`src/hw/rtl/hifb_pkg.sv`:
```
// shared types and codes for the half-duplex idle-framed bus controller
package hifb_pkg;

    localparam logic [2:0] ACT_RX_BYTE  = 3'd0;
    localparam logic [2:0] ACT_IDLE     = 3'd1;
    localparam logic [2:0] ACT_TX_EMPTY = 3'd2;
    localparam logic [2:0] ACT_SEND     = 3'd3;
    localparam logic [2:0] ACT_TIMER    = 3'd4;

    localparam logic [1:0] KIND_TX    = 2'd0;
    localparam logic [1:0] KIND_RX    = 2'd1;
    localparam logic [1:0] KIND_EMPTY = 2'd2;

    typedef struct packed {
        logic       rx_write;
        logic       frame_start;
        logic       rx_read;
        logic       tx_load_start;
        logic       tx_write;
        logic       tx_read;
        logic       out_load;
        logic [1:0] out_kind;
        logic       out_last;
    } cmd_t;

    typedef struct packed {
        logic rx_full;
        logic rx_empty;
        logic rx_more;
        logic tx_room;
        logic tx_more;
        logic out_free;
    } status_t;

endpackage

```
`src/hw/rtl/hifb_ctrl.sv`:
```
// controller state machine: bus, send and timer flags, request sequencing
module hifb_ctrl
(
    input  logic              clk,
    input  logic              rst_n,
    input  logic              in_valid,
    output logic              in_stall,
    input  logic [2:0]        action,
    input  logic              data_last,
    input  logic              cfg_wen,
    input  logic              cfg_wdata,
    input  hifb_pkg::status_t status,
    output hifb_pkg::cmd_t    cmd
);

    typedef enum logic [2:0] {
        S_IDLE,
        S_RX_RD,
        S_RX_OUT,
        S_EMPTY_OUT,
        S_TX_RD,
        S_TX_OUT
    } state_t;

    typedef enum logic [1:0] {
        LM_NONE,
        LM_LOAD,
        LM_DROP
    } lmode_t;

    state_t state_reg, state_next;
    lmode_t load_mode_reg, load_mode_next;
    lmode_t mode_eff;
    logic   bus_free_reg, bus_free_next;
    logic   tx_active_reg, tx_active_next;
    logic   tx_waiting_reg, tx_waiting_next;
    logic   timer_armed_reg, timer_armed_next;
    logic   ovf_reg, ovf_next;
    logic   use_timer_reg, use_timer_next;
    logic   send_after_reg, send_after_next;
    logic   accept;

    assign in_stall = (state_reg != S_IDLE);
    assign accept   = in_valid && (state_reg == S_IDLE);

    always_comb
    begin
        state_next       = state_reg;
        load_mode_next   = load_mode_reg;
        mode_eff         = load_mode_reg;
        bus_free_next    = bus_free_reg;
        tx_active_next   = tx_active_reg;
        tx_waiting_next  = tx_waiting_reg;
        timer_armed_next = timer_armed_reg;
        ovf_next         = ovf_reg;
        send_after_next  = send_after_reg;
        use_timer_next   = cfg_wen ? cfg_wdata : use_timer_reg;
        cmd              = '0;

        case (state_reg)
            S_IDLE:
            begin
                if (accept)
                begin
                    case (action)
                        hifb_pkg::ACT_RX_BYTE:
                        begin
                            bus_free_next = 1'b0;
                            if (!status.rx_full)
                            begin
                                cmd.rx_write = 1'b1;
                            end
                            else
                            begin
                                ovf_next = 1'b1;
                            end
                        end
                        hifb_pkg::ACT_IDLE:
                        begin
                            cmd.frame_start = 1'b1;
                            ovf_next        = 1'b0;
                            send_after_next = !use_timer_reg && tx_waiting_reg;
                            if (use_timer_reg)
                            begin
                                timer_armed_next = 1'b1;
                            end
                            else if (tx_waiting_reg)
                            begin
                                tx_active_next  = 1'b1;
                                tx_waiting_next = 1'b0;
                            end
                            else
                            begin
                                bus_free_next = 1'b1;
                            end
                            if (!ovf_reg)
                            begin
                                state_next = status.rx_empty ? S_EMPTY_OUT : S_RX_RD;
                            end
                            else if (!use_timer_reg && tx_waiting_reg)
                            begin
                                state_next = S_TX_RD;
                            end
                        end
                        hifb_pkg::ACT_TX_EMPTY:
                        begin
                            if (tx_active_reg)
                            begin
                                if (status.tx_more)
                                begin
                                    state_next = S_TX_RD;
                                end
                                else
                                begin
                                    tx_active_next = 1'b0;
                                    bus_free_next  = 1'b1;
                                end
                            end
                        end
                        hifb_pkg::ACT_SEND:
                        begin
                            if (load_mode_reg == LM_NONE)
                            begin
                                if (tx_active_reg || tx_waiting_reg)
                                begin
                                    mode_eff = LM_DROP;
                                end
                                else
                                begin
                                    mode_eff          = LM_LOAD;
                                    cmd.tx_load_start = 1'b1;
                                end
                            end
                            load_mode_next = mode_eff;
                            if (mode_eff == LM_LOAD)
                            begin
                                if (cmd.tx_load_start || status.tx_room)
                                begin
                                    cmd.tx_write = 1'b1;
                                end
                                if (data_last)
                                begin
                                    load_mode_next = LM_NONE;
                                    if (bus_free_reg)
                                    begin
                                        bus_free_next   = 1'b0;
                                        tx_active_next  = 1'b1;
                                        tx_waiting_next = 1'b0;
                                        state_next      = S_TX_RD;
                                    end
                                    else
                                    begin
                                        tx_waiting_next = 1'b1;
                                    end
                                end
                            end
                            else if (data_last)
                            begin
                                load_mode_next = LM_NONE;
                            end
                        end
                        hifb_pkg::ACT_TIMER:
                        begin
                            if (timer_armed_reg)
                            begin
                                timer_armed_next = 1'b0;
                                if (tx_waiting_reg)
                                begin
                                    tx_active_next  = 1'b1;
                                    tx_waiting_next = 1'b0;
                                    state_next      = S_TX_RD;
                                end
                                else
                                begin
                                    bus_free_next = 1'b1;
                                end
                            end
                        end
                        default:
                        begin
                        end
                    endcase
                end
            end
            S_RX_RD:
            begin
                cmd.rx_read = 1'b1;
                state_next  = S_RX_OUT;
            end
            S_RX_OUT:
            begin
                if (status.out_free)
                begin
                    cmd.out_load = 1'b1;
                    cmd.out_kind = hifb_pkg::KIND_RX;
                    cmd.out_last = !status.rx_more && !send_after_reg;
                    if (status.rx_more)
                    begin
                        state_next = S_RX_RD;
                    end
                    else
                    begin
                        state_next = send_after_reg ? S_TX_RD : S_IDLE;
                    end
                end
            end
            S_EMPTY_OUT:
            begin
                if (status.out_free)
                begin
                    cmd.out_load = 1'b1;
                    cmd.out_kind = hifb_pkg::KIND_EMPTY;
                    cmd.out_last = !send_after_reg;
                    state_next   = send_after_reg ? S_TX_RD : S_IDLE;
                end
            end
            S_TX_RD:
            begin
                cmd.tx_read = 1'b1;
                state_next  = S_TX_OUT;
            end
            S_TX_OUT:
            begin
                if (status.out_free)
                begin
                    cmd.out_load = 1'b1;
                    cmd.out_kind = hifb_pkg::KIND_TX;
                    cmd.out_last = 1'b1;
                    state_next   = S_IDLE;
                end
            end
            default:
            begin
                state_next = S_IDLE;
            end
        endcase
    end

    always_ff @(posedge clk or negedge rst_n)
    begin
        if (!rst_n)
        begin
            state_reg       <= S_IDLE;
            load_mode_reg   <= LM_NONE;
            bus_free_reg    <= 1'b1;
            tx_active_reg   <= 1'b0;
            tx_waiting_reg  <= 1'b0;
            timer_armed_reg <= 1'b0;
            ovf_reg         <= 1'b0;
            use_timer_reg   <= 1'b0;
            send_after_reg  <= 1'b0;
        end
        else
        begin
            state_reg       <= state_next;
            load_mode_reg   <= load_mode_next;
            bus_free_reg    <= bus_free_next;
            tx_active_reg   <= tx_active_next;
            tx_waiting_reg  <= tx_waiting_next;
            timer_armed_reg <= timer_armed_next;
            ovf_reg         <= ovf_next;
            use_timer_reg   <= use_timer_next;
            send_after_reg  <= send_after_next;
        end
    end

    a_send_excl: assert property (@(posedge clk) disable iff (!rst_n)
        !(tx_active_reg && tx_waiting_reg))
        else $error("send both active and waiting");

    a_timer_arm: assert property (@(posedge clk) disable iff (!rst_n)
        $rose(timer_armed_reg) |->
            $past(accept && (action == hifb_pkg::ACT_IDLE) && use_timer_reg))
        else $error("timer armed without line idle in timer mode");

    a_wait_src: assert property (@(posedge clk) disable iff (!rst_n)
        $rose(tx_waiting_reg) |-> $past(accept && (action == hifb_pkg::ACT_SEND)))
        else $error("send waiting without a send request");

    a_tx_end: assert property (@(posedge clk) disable iff (!rst_n)
        (state_reg == S_TX_OUT) && status.out_free |=> (state_reg == S_IDLE))
        else $error("transmit byte not the final result");

endmodule

```
`src/hw/rtl/hifb_dp.sv`:
```
// datapath: receive slot and send memories, counters and output register
module hifb_dp #(
    parameter int SLOT_BYTES = 32,
    parameter int SLOT_COUNT = 4
)
(
    input  logic              clk,
    input  logic              rst_n,
    input  logic [7:0]        data_byte,
    input  hifb_pkg::cmd_t    cmd,
    output hifb_pkg::status_t status,
    output logic              out_valid,
    input  logic              out_stall,
    output logic [1:0]        kind,
    output logic [7:0]        out_byte,
    output logic [5:0]        frame_length,
    output logic [1:0]        slot_index,
    output logic              run_last
);

    localparam int FILL_W  = $clog2(SLOT_BYTES + 1);
    localparam int TXA_W   = (SLOT_BYTES > 1) ? $clog2(SLOT_BYTES) : 1;
    localparam int SLOT_W  = (SLOT_COUNT > 1) ? $clog2(SLOT_COUNT) : 1;
    localparam int RX_DEPTH = SLOT_BYTES * SLOT_COUNT;
    localparam int RXA_W   = (RX_DEPTH > 1) ? $clog2(RX_DEPTH) : 1;

    logic [7:0] rx_mem [RX_DEPTH];
    logic [7:0] tx_mem [SLOT_BYTES];

    logic [FILL_W-1:0] rx_fill_reg, rx_fill_next;
    logic [SLOT_W-1:0] rx_ptr_reg, rx_ptr_next;
    logic [SLOT_W-1:0] dl_slot_reg, dl_slot_next;
    logic [FILL_W-1:0] dl_len_reg, dl_len_next;
    logic [FILL_W-1:0] rd_idx_reg, rd_idx_next;
    logic [FILL_W-1:0] tx_count_reg, tx_count_next;
    logic [FILL_W-1:0] tx_pos_reg, tx_pos_next;
    logic [FILL_W-1:0] tx_base;
    logic [7:0]        rx_rdata_reg;
    logic [7:0]        tx_rdata_reg;
    logic [RXA_W-1:0]  rx_waddr;
    logic [RXA_W-1:0]  rx_raddr;
    logic              out_valid_reg, out_valid_next;
    logic [1:0]        kind_reg;
    logic [7:0]        byte_reg;
    logic [5:0]        len_reg;
    logic [1:0]        slot_reg;
    logic              last_reg;
    logic [FILL_W+5:0] len_wide;
    logic [SLOT_W+1:0] slot_wide;

    assign rx_waddr = RXA_W'(int'(rx_ptr_reg) * SLOT_BYTES + int'(rx_fill_reg));
    assign rx_raddr = RXA_W'(int'(dl_slot_reg) * SLOT_BYTES + int'(rd_idx_reg));
    assign tx_base  = cmd.tx_load_start ? '0 : tx_count_reg;

    assign status.rx_full  = (rx_fill_reg == FILL_W'(SLOT_BYTES));
    assign status.rx_empty = (rx_fill_reg == '0);
    assign status.rx_more  = (rd_idx_reg < dl_len_reg);
    assign status.tx_room  = (tx_count_reg < FILL_W'(SLOT_BYTES));
    assign status.tx_more  = (tx_pos_reg < tx_count_reg);
    assign status.out_free = !out_valid_reg || !out_stall;

    assign len_wide  = {6'b0, dl_len_reg};
    assign slot_wide = {2'b0, dl_slot_reg};

    always_comb
    begin
        rx_fill_next  = rx_fill_reg;
        rx_ptr_next   = rx_ptr_reg;
        dl_slot_next  = dl_slot_reg;
        dl_len_next   = dl_len_reg;
        rd_idx_next   = rd_idx_reg;
        tx_count_next = tx_count_reg;
        tx_pos_next   = tx_pos_reg;
        if (cmd.rx_write)
        begin
            rx_fill_next = rx_fill_reg + 1'b1;
        end
        if (cmd.frame_start)
        begin
            dl_slot_next = rx_ptr_reg;
            dl_len_next  = rx_fill_reg;
            rd_idx_next  = '0;
            rx_fill_next = '0;
            rx_ptr_next  = (rx_ptr_reg == SLOT_W'(SLOT_COUNT - 1)) ? '0 : rx_ptr_reg + 1'b1;
        end
        if (cmd.rx_read)
        begin
            rd_idx_next = rd_idx_reg + 1'b1;
        end
        if (cmd.tx_load_start)
        begin
            tx_count_next = '0;
            tx_pos_next   = '0;
        end
        if (cmd.tx_write)
        begin
            tx_count_next = tx_base + 1'b1;
        end
        if (cmd.tx_read)
        begin
            tx_pos_next = tx_pos_reg + 1'b1;
        end
        if (cmd.out_load)
        begin
            out_valid_next = 1'b1;
        end
        else if (!out_stall)
        begin
            out_valid_next = 1'b0;
        end
        else
        begin
            out_valid_next = out_valid_reg;
        end
    end

    // memories and read data
    always_ff @(posedge clk)
    begin
        if (cmd.rx_write)
        begin
            rx_mem[rx_waddr] <= data_byte;
        end
        if (cmd.rx_read)
        begin
            rx_rdata_reg <= rx_mem[rx_raddr];
        end
        if (cmd.tx_write)
        begin
            tx_mem[tx_base[TXA_W-1:0]] <= data_byte;
        end
        if (cmd.tx_read)
        begin
            tx_rdata_reg <= tx_mem[tx_pos_reg[TXA_W-1:0]];
        end
    end

    // output payload
    always_ff @(posedge clk)
    begin
        if (cmd.out_load)
        begin
            kind_reg <= cmd.out_kind;
            last_reg <= cmd.out_last;
            case (cmd.out_kind)
                hifb_pkg::KIND_RX:
                begin
                    byte_reg <= rx_rdata_reg;
                    len_reg  <= len_wide[5:0];
                    slot_reg <= slot_wide[1:0];
                end
                hifb_pkg::KIND_EMPTY:
                begin
                    byte_reg <= 8'd0;
                    len_reg  <= 6'd0;
                    slot_reg <= slot_wide[1:0];
                end
                default:
                begin
                    byte_reg <= tx_rdata_reg;
                    len_reg  <= 6'd0;
                    slot_reg <= 2'd0;
                end
            endcase
        end
    end

    always_ff @(posedge clk or negedge rst_n)
    begin
        if (!rst_n)
        begin
            rx_fill_reg   <= '0;
            rx_ptr_reg    <= '0;
            dl_slot_reg   <= '0;
            dl_len_reg    <= '0;
            rd_idx_reg    <= '0;
            tx_count_reg  <= '0;
            tx_pos_reg    <= '0;
            out_valid_reg <= 1'b0;
        end
        else
        begin
            rx_fill_reg   <= rx_fill_next;
            rx_ptr_reg    <= rx_ptr_next;
            dl_slot_reg   <= dl_slot_next;
            dl_len_reg    <= dl_len_next;
            rd_idx_reg    <= rd_idx_next;
            tx_count_reg  <= tx_count_next;
            tx_pos_reg    <= tx_pos_next;
            out_valid_reg <= out_valid_next;
        end
    end

    assign out_valid    = out_valid_reg;
    assign kind         = kind_reg;
    assign out_byte     = byte_reg;
    assign frame_length = len_reg;
    assign slot_index   = slot_reg;
    assign run_last     = last_reg;

endmodule

```
`src/hw/rtl/halfduplex_idle_framed_bus_ctrl_top.sv`:
```
// top level of the half-duplex idle-framed bus controller
// a request with no result is taken without stalling; input stalls until its last result is queued
// a sent byte is read from send memory (S_TX_RD) then loaded to the output register (S_TX_OUT)
// frame bytes alternate a registered slot memory read (S_RX_RD) and an output load (S_RX_OUT)
// so an idle request with a full slot holds the input until all its bytes are queued
// async active-low reset clears flags and counters; slot and send memories are not cleared
module halfduplex_idle_framed_bus_ctrl_top #(
    parameter int SLOT_BYTES = 32,
    parameter int SLOT_COUNT = 4
)
(
    input  logic       clk,
    input  logic       rst_n,
    input  logic       in_valid,
    output logic       in_stall,
    input  logic [2:0] action,
    input  logic [7:0] data_byte,
    input  logic       data_last,
    output logic       out_valid,
    input  logic       out_stall,
    output logic [1:0] kind,
    output logic [7:0] out_byte,
    output logic [5:0] frame_length,
    output logic [1:0] slot_index,
    output logic       run_last,
    input  logic       cfg_wen,
    input  logic       cfg_wdata
);

    hifb_pkg::cmd_t    cmd;
    hifb_pkg::status_t status;

    hifb_ctrl u_ctrl (
        .clk       (clk),
        .rst_n     (rst_n),
        .in_valid  (in_valid),
        .in_stall  (in_stall),
        .action    (action),
        .data_last (data_last),
        .cfg_wen   (cfg_wen),
        .cfg_wdata (cfg_wdata),
        .status    (status),
        .cmd       (cmd)
    );

    hifb_dp #(
        .SLOT_BYTES (SLOT_BYTES),
        .SLOT_COUNT (SLOT_COUNT)
    ) u_dp (
        .clk          (clk),
        .rst_n        (rst_n),
        .data_byte    (data_byte),
        .cmd          (cmd),
        .status       (status),
        .out_valid    (out_valid),
        .out_stall    (out_stall),
        .kind         (kind),
        .out_byte     (out_byte),
        .frame_length (frame_length),
        .slot_index   (slot_index),
        .run_last     (run_last)
    );

endmodule

```
`config.mk`:
```
export PLATFORM = sky130hd
export DESIGN_NAME = halfduplex_idle_framed_bus_ctrl_top
export DESIGN_NICKNAME = d
export VERILOG_FILES = /design/src/hw/rtl/hifb_pkg.sv /design/src/hw/rtl/hifb_ctrl.sv /design/src/hw/rtl/hifb_dp.sv /design/src/hw/rtl/halfduplex_idle_framed_bus_ctrl_top.sv
export SDC_FILE = /design/constraint.sdc
export NUM_CORES = 1
export LEC_CHECK = 0
export BUFFER_PORTS_ARGS = -buffer_cell sky130_fd_sc_hd__buf_2
export CORE_UTILIZATION = 25
export DETAILED_ROUTE_END_ITERATION = 8
export GPL_ROUTABILITY_DRIVEN = 1
export PLACE_DENSITY = 0.45
export SLEW_MARGIN = 15
export SYNTH_ARGS = -nofsm -noshare
export SYNTH_HDL_FRONTEND = slang
export SYNTH_SLANG_ARGS = --single-unit
```
`constraint.sdc`:
```
create_clock -name clk -period 7.9 [get_ports clk]
set_input_delay 1.58 -clock clk [delete_from_list [all_inputs] [get_ports clk]]
set_output_delay 1.58 -clock clk [all_outputs]
set_load 0.005 [all_outputs]
```
==> run summary, run 1 <==
The worst setup path is captured at a flop. Maximum net fanout on the critical path: 64. The tools report the worst slew margin relative to its limit as 0.260. The worst hold path belongs to the class reg2reg. The net count of the finished layout is 2927.

The logs give 0.337 for the fraction of power consumed by the clock network and 2812 for the cell count after synthesis. The area growth from synthesis to final layout works out to 14.9%. Setup violations remaining at the end of the flow were counted as 0. The worst supply voltage drop on vdd is 0.000220 V.

The floorplan step defined a die boundary enclosing 0.216 mm2. The tools report the number of global-route vias before repair as 27700. The category of the critical setup timing path is reg2reg. For this run, the leading register cell type out of synthesis is edfxtp_1. TritonCTS built the clock tree.

The total grt overflow was 0; the detailed placer's ending HPWL was 90800 um. In this run, CTS created clock tree buffers numbering 144. The met2 routed wirelength was 67700 um. The most frequent standard cell in the layout excluding fill and tap cells was edfxtp_1.

DRC violation count after routing: 0. STA classifies the critical path startpoint as a flop. The flip-flop count of the largest register, all copies and words added works out to 1024. The fraction of layout cells with a size suffix above 1 was 0.182. The vertical die dimension is 465 um, and the time the final worst path needs with I/O delays and setup is 4.05 ns. Clock tree synthesis selected as its root buffer the cell clkbuf_16. The Yosys step of the flow raised 0 warnings. When the netlist entered floorplanning its net count stood at 2852. The logs give 3 for the buffer levels on the longest clock path and 69 for the number of library cell types mapped by synthesis.

Buffers inserted to repair hold after CTS numbered 0. The switching share of power is 0.309, and the sequential share of the synthesized area is 0.759. The analysis attributes to net switching a power of 6160 uW.

The logs give 0 for the final max-slew violation count and 0.79 ns for the clock latency on the worst-skew pair. The part of the power in registers was 0.428; the number of top-level pins was 39. The transition time of the tightest slew-check pin works out to 1.10 ns.

The global router's overall resource usage is 0.138, and the final standard cell count with taps included and fillers excluded is 5823. Between clock sinks in the finished design, the worst skew comes to 0.0374 ns. The met3 wirelength from detailed routing came out at 8170 um. Timing would allow up to 247 MHz.

At the end of routability-driven placement, the weighted congestion stood at 0.787. The highest layer touched by signal routing is met5. After the first detailed-routing iteration, the DRC count stood at 2729.

Number of input and output port buffers inserted: 38. Wire length of the first global-routing pass: 214000 um. The worst path meets setup with 3.85 ns of slack. The post-synthesis area per instance was 19.1 um2. The run finished with clean final reports.

The routed metal-1 wire length is 71000 um, and the number of enable-type register cells in the synthesized netlist is 1315. The tools report the required time of the critical path as 8.41 ns. The logs give 5562 for the instance count after placement with tap cells included and 0.0189 uW for the reported leakage power. After floorplanning, the core was sized to cover 0.213 mm2. The library cells used most frequently in the layout, excluding fill and tap cells, are edfxtp_1 (1315), mux4_2 (232), nor2_1 (204), mux2i_1 (178), nand2_1 (168). Adding up every negative setup slack in the final design gives 0 ns. The starting density of the core was 0.252; the fraction of synthesis flops using an asynchronous set or reset pin was 0.0345.

The run gives 149000 um as the final wirelength. After synthesis the netlist holds a flip-flop and latch count of 1362. Setup repair after global routing left no endpoint under its margin.

The mapped netlist covers 0.0536 mm2. The register containing the most flip-flops in the final layout was u_dp.rx_mem. The number of antenna violations at the first check in global routing is 10.

The max-cap check violation count is 0, and the count of buffers added by post-CTS timing repair for setup is 0. The placement row count was 169; the total power divided by cell area was 324 mW/mm2. The detailed router placed 27000 vias in this run. The first TritonRoute pass finished after 5 iterations.

The number of vias per cell after detailed routing was 4.64; the count of filler cells inserted in the layout was 20800. In this run the remaining antenna-violating nets after routing total 0. The clock net in this run drives a total of 1362 sinks. Entering global routing, the biggest net connects 139 pins. The setup slack at placement is 3.07 ns, and the number of gates resized after CTS is 0. After clock tree synthesis, the clock-pin slew on the worst setup and hold paths is 0.06 ns. Dividing the detail-routed wire length by the instance count gives 25.7 um.

CTS built an H-tree with a depth of 4. For the number of failing hold endpoints at the final stage, the log shows 0. The run gives 0.235 as the power share of the combinational group. The run gives 13800 uW as the internal power of the cells. The die is 465 um wide. The fraction of the cycle the final worst path needs was 0.513; the worst path arrival time was 4.56 ns.
## critical path: stages (launching register included)
cell and delay [ns]:
dfrtp_4 1.08, nand3_4 0.88, o22ai_1 0.58, a211oi_1 0.09
nand2_1 0.17, nand4_1 0.34, a211oi_1 0.52
## layer usage
layer,global-route usage,vias up
li1,-,11600
met1,0.203,14400
met2,0.209,811
met3,0.0275,174
met4,0.0289,2
met5,0,-
## Yosys cell counts, types with 25 or more instances
| cell type | n | share of area |
|---|---|---|
| a211oi_1 | 67 | 0.0094 |
| a21oi_1 | 25 | 0.0023 |
| a22oi_1 | 63 | 0.0088 |
| buf_2 | 41 | 0.0038 |
| clkbuf_1 | 62 | 0.0043 |
| dfrtp_1 | 46 | 0.021 |
| edfxtp_1 | 1315 | 0.74 |
| mux2i_1 | 178 | 0.033 |
| mux4_2 | 232 | 0.098 |
| nand2_1 | 168 | 0.012 |
| nor2_1 | 206 | 0.014 |
| o21ai_0 | 40 | 0.0037 |
| o221ai_1 | 32 | 0.0052 |
| o22ai_1 | 71 | 0.0083 |
## power by group through the flow
| stage | Sequential [uW] | Combinational (uW) | Clock (uW) |
|---|---|---|---|
| 6_report | 8550 | 4690 | 6730 |
| 5_1_grt | 8580 | 5000 | 7170 |
| 4_1_cts | 8550 | 4740 | 6880 |
| 3_5_place_dp | 8700 | 4730 | 0 |
| 3_3_place_gp | 8700 | 4740 | 0 |
| 2_1_floorplan | 8380 | 3320 | 0 |
## worst paths after layout
path / startpoint / slack, ns / to / depth (start not counted)
setup / recovery: u_dp.rd_idx_reg[1]$_DFFE_PN0P_ / 3.85 / u_dp.rx_rdata_reg[2]$_DFFE_PP_ / 6
hold / removal: u_ctrl.bus_free_reg$_DFFE_PN1P_ / 0.47 / u_ctrl.bus_free_reg$_DFFE_PN1P_ / 2
setup reg to reg: u_dp.rd_idx_reg[1]$_DFFE_PN0P_ / 3.85 / u_dp.rx_rdata_reg[2]$_DFFE_PP_ / 6
hold reg to reg: u_ctrl.bus_free_reg$_DFFE_PN1P_ / 0.47 / u_ctrl.bus_free_reg$_DFFE_PN1P_ / 2
max in group asynchronous: rst_n / 6.34 / u_dp.rd_idx_reg[0]$_DFFE_PN0P_ / 2
min in group asynchronous: rst_n / 0.95 / u_dp.tx_count_reg[4]$_DFF_PN0_ / 2
## metrics by stage
stage | hold slack [ns] | power (uW) | area, um2 | utilization
floorplan | 0.447 | 11700 | 53600 | -
global route | 0.525 | 20700 | 61600 | 0.290
detailed placement | 0.467 | 13400 | 56900 | 0.268
global placement | 0.460 | 13400 | 56900 | 0.268
finish | 0.469 | 20000 | 61600 | 0.290
CTS | 0.472 | 20200 | 61600 | 0.290
## logic make-up after synthesis
| kind of cell | synth area share |
|---|---|
| flops | 0.759 |
| simple gates | 0.0393 |
| mux | 0.131 |
| compound gates | 0.0449 |
| buf+inv | 0.0181 |
| fa+ha+maj | 0.00514 |
| xor+xnor | 0.00245 |
## area by class of cell
type | instances | area, um2 | area share
Clock inverter | 87 | 925 | 0.0150
Sequential cell | 1362 | 40700 | 0.661
Timing Repair Buffer | 80 | 606 | 0.00983
Clock buffer | 172 | 3750 | 0.0609
Multi-Input combinational cell | 1275 | 12000 | 0.195
Tap cell | 2821 | 3530 | 0.0573
Antenna cell | 2 | 5.00 | 0.0000813
Inverter | 24 | 90.1 | 0.00146
Note: power is estimated with default switching activity, not from simulation.
==> inputs of run 2 (changes only) <==
- ABC_AREA: default -> 1
- clock period: 7.9 -> 3.8 ns (I/O delays scaled with it)
==> run 2 against run 1 <==
Register-to-register slack worse by 3.2 ns; largest power group unchanged; power grew 140%; hold slack got worse by 0.34 ns; global-route usage rose by 0.64 points; sequential cell count is the same; critical endpoint is now u_dp.rx_mem[20][1]$_DFFE_PP_; sequential share of layout area down 3.9 points; clock power rose by 110%; area after synthesis grew 4.6%.
==> run summary, run 2 <==
The fraction of synthesis flops using an asynchronous set or reset pin is 0.0345 (unchanged). The worst setup path is launched from a flop. The run gives 164000 um (+10%) as the final wirelength.

The worst path arrival time is 3.55 ns (-1.01 ns), and the area growth from synthesis to final layout is 16.9%. The tools report the clock latency on the worst-skew pair as 0.79 ns (about the same). The tools report the detailed placer's ending HPWL as 97500 um (+7.4%). The critical path is of the reg2reg type.

The instance count after placement with tap cells included was 7695 (+38%). In the layout the commonest cells are nand2_1 (1433), edfxtp_1 (1315), nand3_1 (970), nor2_1 (262), buf_4 (173). Ranked by total cell area, the synthesized netlist is headed by edfxtp_1 (70%), nand2_1 (9.6%), nand3_1 (8.7%), dfrtp_1 (2.1%), nor2_1 (1.8%). The worst setup path is captured at a flop. The required time of the critical path is 4.21 ns (-4.20 ns). The cell type contributing the most total cell area after synthesis is edfxtp_1. For the worst hold slack after final layout, the log shows 0.132 ns (-0.336 ns).

The most frequent cell after synthesis was nand2_1. The number of global-route vias before repair was 36100 (+31%). The number of enable-type register cells in the synthesized netlist works out to 1315 (unchanged).

The logs give 173 (+2.4%) for the placement row count and 0.000605 V (+180%) for the worst supply voltage drop on vdd. The delay contributed by the slowest stage of the critical path was 0.65 ns (-0.43 ns). The number of input and output port buffers inserted was 38 (unchanged). The internal power of the cells was 29400 uW (+110%). The number of vias per cell after detailed routing was 4.56 (-1.7%); the vertical die dimension was 475 um (+2.2%). The sequential share of the synthesized area is 0.726 (-0.0331). The logs give 0.65 ns (-3.20 ns) for the reg2reg setup slack and 0.226 mm2 (+4.5%) for the floorplan die area. The startpoint identified for the worst register-to-register timing path is u_dp.rx_fill_reg[0]$_DFFE_PN0P_.

The logs give 44 (-36%) for the number of library cell types mapped by synthesis and 0 (-10) for the number of antenna violations at the first check in global routing. The logs give 0 (unchanged) for the number of buffers added to fix hold violations after cts and 0.364 (-0.064) for the part of the power in registers. The tools report the starting density of the core as 0.252 (-0.000376). The fraction of layout cells with a size suffix above 1 was 0.102 (-0.0800).

TritonCTS built the clock tree. The transition time of the tightest slew-check pin is 1.04 ns (-0.0629 ns), and the total number of nets in the final design is 4913 (+68%). The final count of negative-setup-slack endpoints was 0 (unchanged); the met2 track utilization from global routing was 0.235 (+0.0264). The logs give 4755 (+69%) for the cell count after synthesis and 0.0230 uW (+21%) for the reported leakage power. After global routing, the most crowded layer is met2. The register containing the most flip-flops in the final layout was u_dp.rx_mem. For the final weighted congestion of routability-driven global placement, the log shows 0.831 (+5.7%).

The depth of the most critical reg-to-reg path is 8 (+2), and the fraction of power consumed by the clock network is 0.300 (-0.037). The buffer levels on the longest clock path is 3 (unchanged), and the met3 track demand over resource is 0.0232 (-0.00436). For the final cell area excluding filler cells, the log shows 0.0655 mm2 (+6.3%). For this design, the slowest cell found on the critical path is nor2_1.

TritonCTS sink count: 1362 (unchanged). The tools report the number of gates resized after CTS as 0 (unchanged). The switching share of power was 0.383 (+0.0745); the horizontal die dimension was 475 um (+2.2%).

The proportion of netlist area held by the largest area contributor came out at 0.705 (-0.0321). The number of synthesized register bits works out to 1362 (unchanged). Summed instance area of the synthesized netlist: 0.0560 mm2 (+4.6%). The post-synthesis area per instance is 11.8 um2 (-38%). The total grt overflow was 0 (unchanged). The total power came out at 47600 uW (+140%). The flip-flop count of the largest register, all copies and words added came out at 1024 (unchanged).

The most frequent standard cell in the layout excluding fill and tap cells is nand2_1. The remaining antenna violation count was 0 (unchanged); the total power divided by cell area was 727 mW/mm2 (+120%). For the core area, the log shows 0.223 mm2 (+4.7%). The number of levels the H-tree was split into came out at 4 (unchanged).

The number of failing hold endpoints at the final stage was 0 (unchanged). For the cell area reported after detailed placement, the log shows 0.0607 mm2 (+6.7%). In this run the critical register-to-register path is captured at u_dp.rx_mem[20][1]$_DFFE_PP_.

The logs give 0 (-2) for the number of antenna diodes and 0.144 (+0.00644) for the global router's overall resource usage. The met1 demand-to-capacity share in global routing is 0.199 (-0.00332). The critical path goes through clkinv_1 -> ha_1 -> nand4_1 -> nand2_1 -> nor2_2 -> buf_12 -> nand3_1 -> nor2_1. The mean routed wirelength per cell is 20.6 um (-20%). Detailed router's first-iteration violation count: 3074 (+13%). The tools report the achievable clock frequency as 318 MHz (+29%).

Number of top-level pins: 39 (unchanged). The wire length of the first global-routing pass is 243000 um (+14%). The clock transition at the registers of the reported paths was 0.06 ns (about the same); the worst slew margin relative to its limit was 0.308 (+0.0475). The tools report the number of detailed-routing iterations run before antenna repair as 7 (+2). Setup repair after global routing left no endpoint under its margin.

The number of buffers created by CTS came out at 151 (+4.9%). The final max-slew violation count is 0 (unchanged). The fraction of the cycle the final worst path needs was 0.828 (+0.315). The tools report the pin count of the biggest net entering global routing as 170 (+22%). The commonest cells after synthesis are nand2_1 (1433), edfxtp_1 (1315), nand3_1 (976).

The min-delay analysis places its worst path in the category in2async. The max-cap check violation count is 0 (unchanged). The final standard cell count with taps included and fillers excluded was 7965 (+37%).

The clock root buffer master is clkbuf_16. The via count of the routed design was 36300 (+35%); the time the final worst path needs with I/O delays and setup was 3.15 ns (-0.904 ns). The maximum net fanout on the critical path was 16 (-75%).

DRC violation count after routing: 0 (unchanged). The leading register cell type out of synthesis was edfxtp_1. The synthesized net count is 4795 (+68%). The summed negative setup slack over all endpoints is 0 ns (unchanged).

The run finished with clean final reports. The logs give 18200 uW (+200%) for the power spent charging and discharging nets and 0 (unchanged) for the warning count from the yosys run. The count of buffers added by post-CTS timing repair for setup was 0 (unchanged).

The power share of the combinational group was 0.336 (+0.101); the worst clock skew was 0.0453 ns (+0.00794 ns).
## run 2: changes by cell type after synthesis, sizes merged, moves of 62 or more
cell,previous run,this run
nand2,170,1443
nand3,23,984
mux4,232,0
mux2i,178,32
buf,87,169
a211oi,68,0
o21ai,48,114
nor2,207,270
a22oi,63,1
## run 2: worst max path at each step
| stage | from | endpoint | slack, ns | cells after the start |
|---|---|---|---|---|
| floorplan | action[2] | u_dp.rx_mem[111][0]$_DFFE_PP_ | 1.09 | 8 |
| global placement | action[2] | u_dp.tx_mem[20][3]$_DFFE_PP_ | 0.56 | 11 |
| detailed placement | action[2] | u_dp.tx_mem[21][6]$_DFFE_PP_ | 0.56 | 11 |
| CTS | u_dp.rx_ptr_reg[0]$_DFFE_PN0P_ | u_dp.rx_mem[20][3]$_DFFE_PP_ | 0.60 | 7 |
| global route | u_dp.rx_fill_reg[5]$_DFFE_PN0P_ | u_dp.rx_mem[20][3]$_DFFE_PP_ | 0.47 | 7 |
| finish | u_dp.rx_fill_reg[0]$_DFFE_PN0P_ | u_dp.rx_mem[20][1]$_DFFE_PP_ | 0.65 | 8 |
## run 2: per-layer routing
metal / vias up / routed length [um]
met5: - / 0
met4: 0 / 3060
met3: 198 / 7820
met2: 854 / 78200
met1: 18200 / 75400
li1: 17100 / -
## run 2: per-stage QoR
stage | util | setup slack (ns)
after floorplan | - | 1.09
after global placement | 0.273 | 0.556
after detailed placement | 0.273 | 0.559
after CTS | 0.294 | 0.600
after global routing | 0.294 | 0.469
final | 0.294 | 0.654
## run 2: power groups by stage
stage | combinational (uW) | sequential, uW | clock, uW
after floorplan | 9740 | 17400 | 0
final | 16000 | 17300 | 14300
after detailed placement | 16100 | 17600 | 0
after global placement | 16200 | 17600 | 0
after global routing | 17500 | 17300 | 15200
after CTS | 16100 | 17300 | 14600
## run 2: critical path: cells and delay by family (launching register included)
family,cells,cell delay [ns]
adders and majority gates,1,0.32
buffers and inverters,2,0.53
DFF,1,0.47
and+or+nand+nor,5,1.41
## run 2: cell type report
type | instances | area, um2
clock inverters | 76 | 753
inverters | 83 | 337
repair buffers | 247 | 2260
well taps | 2975 | 3720
flip-flops and latches | 1362 | 40700
fillers | 22800 | 157000
clock buffers | 194 | 4010
multi-input cells | 3028 | 13700
## run 2: logic make-up after synthesis
kind of cell / after synthesis / share of synthesized area
AO/OA/AOI/OAI: 248 / 0.0250
XOR/XNOR: 7 / 0.00109
adder cells (fa/ha/maj): 22 / 0.00491
buffers and inverters: 365 / 0.0304
flip-flops: 1362 / 0.726
multiplexers: 32 / 0.00572
AND/OR/NAND/NOR: 2719 / 0.207
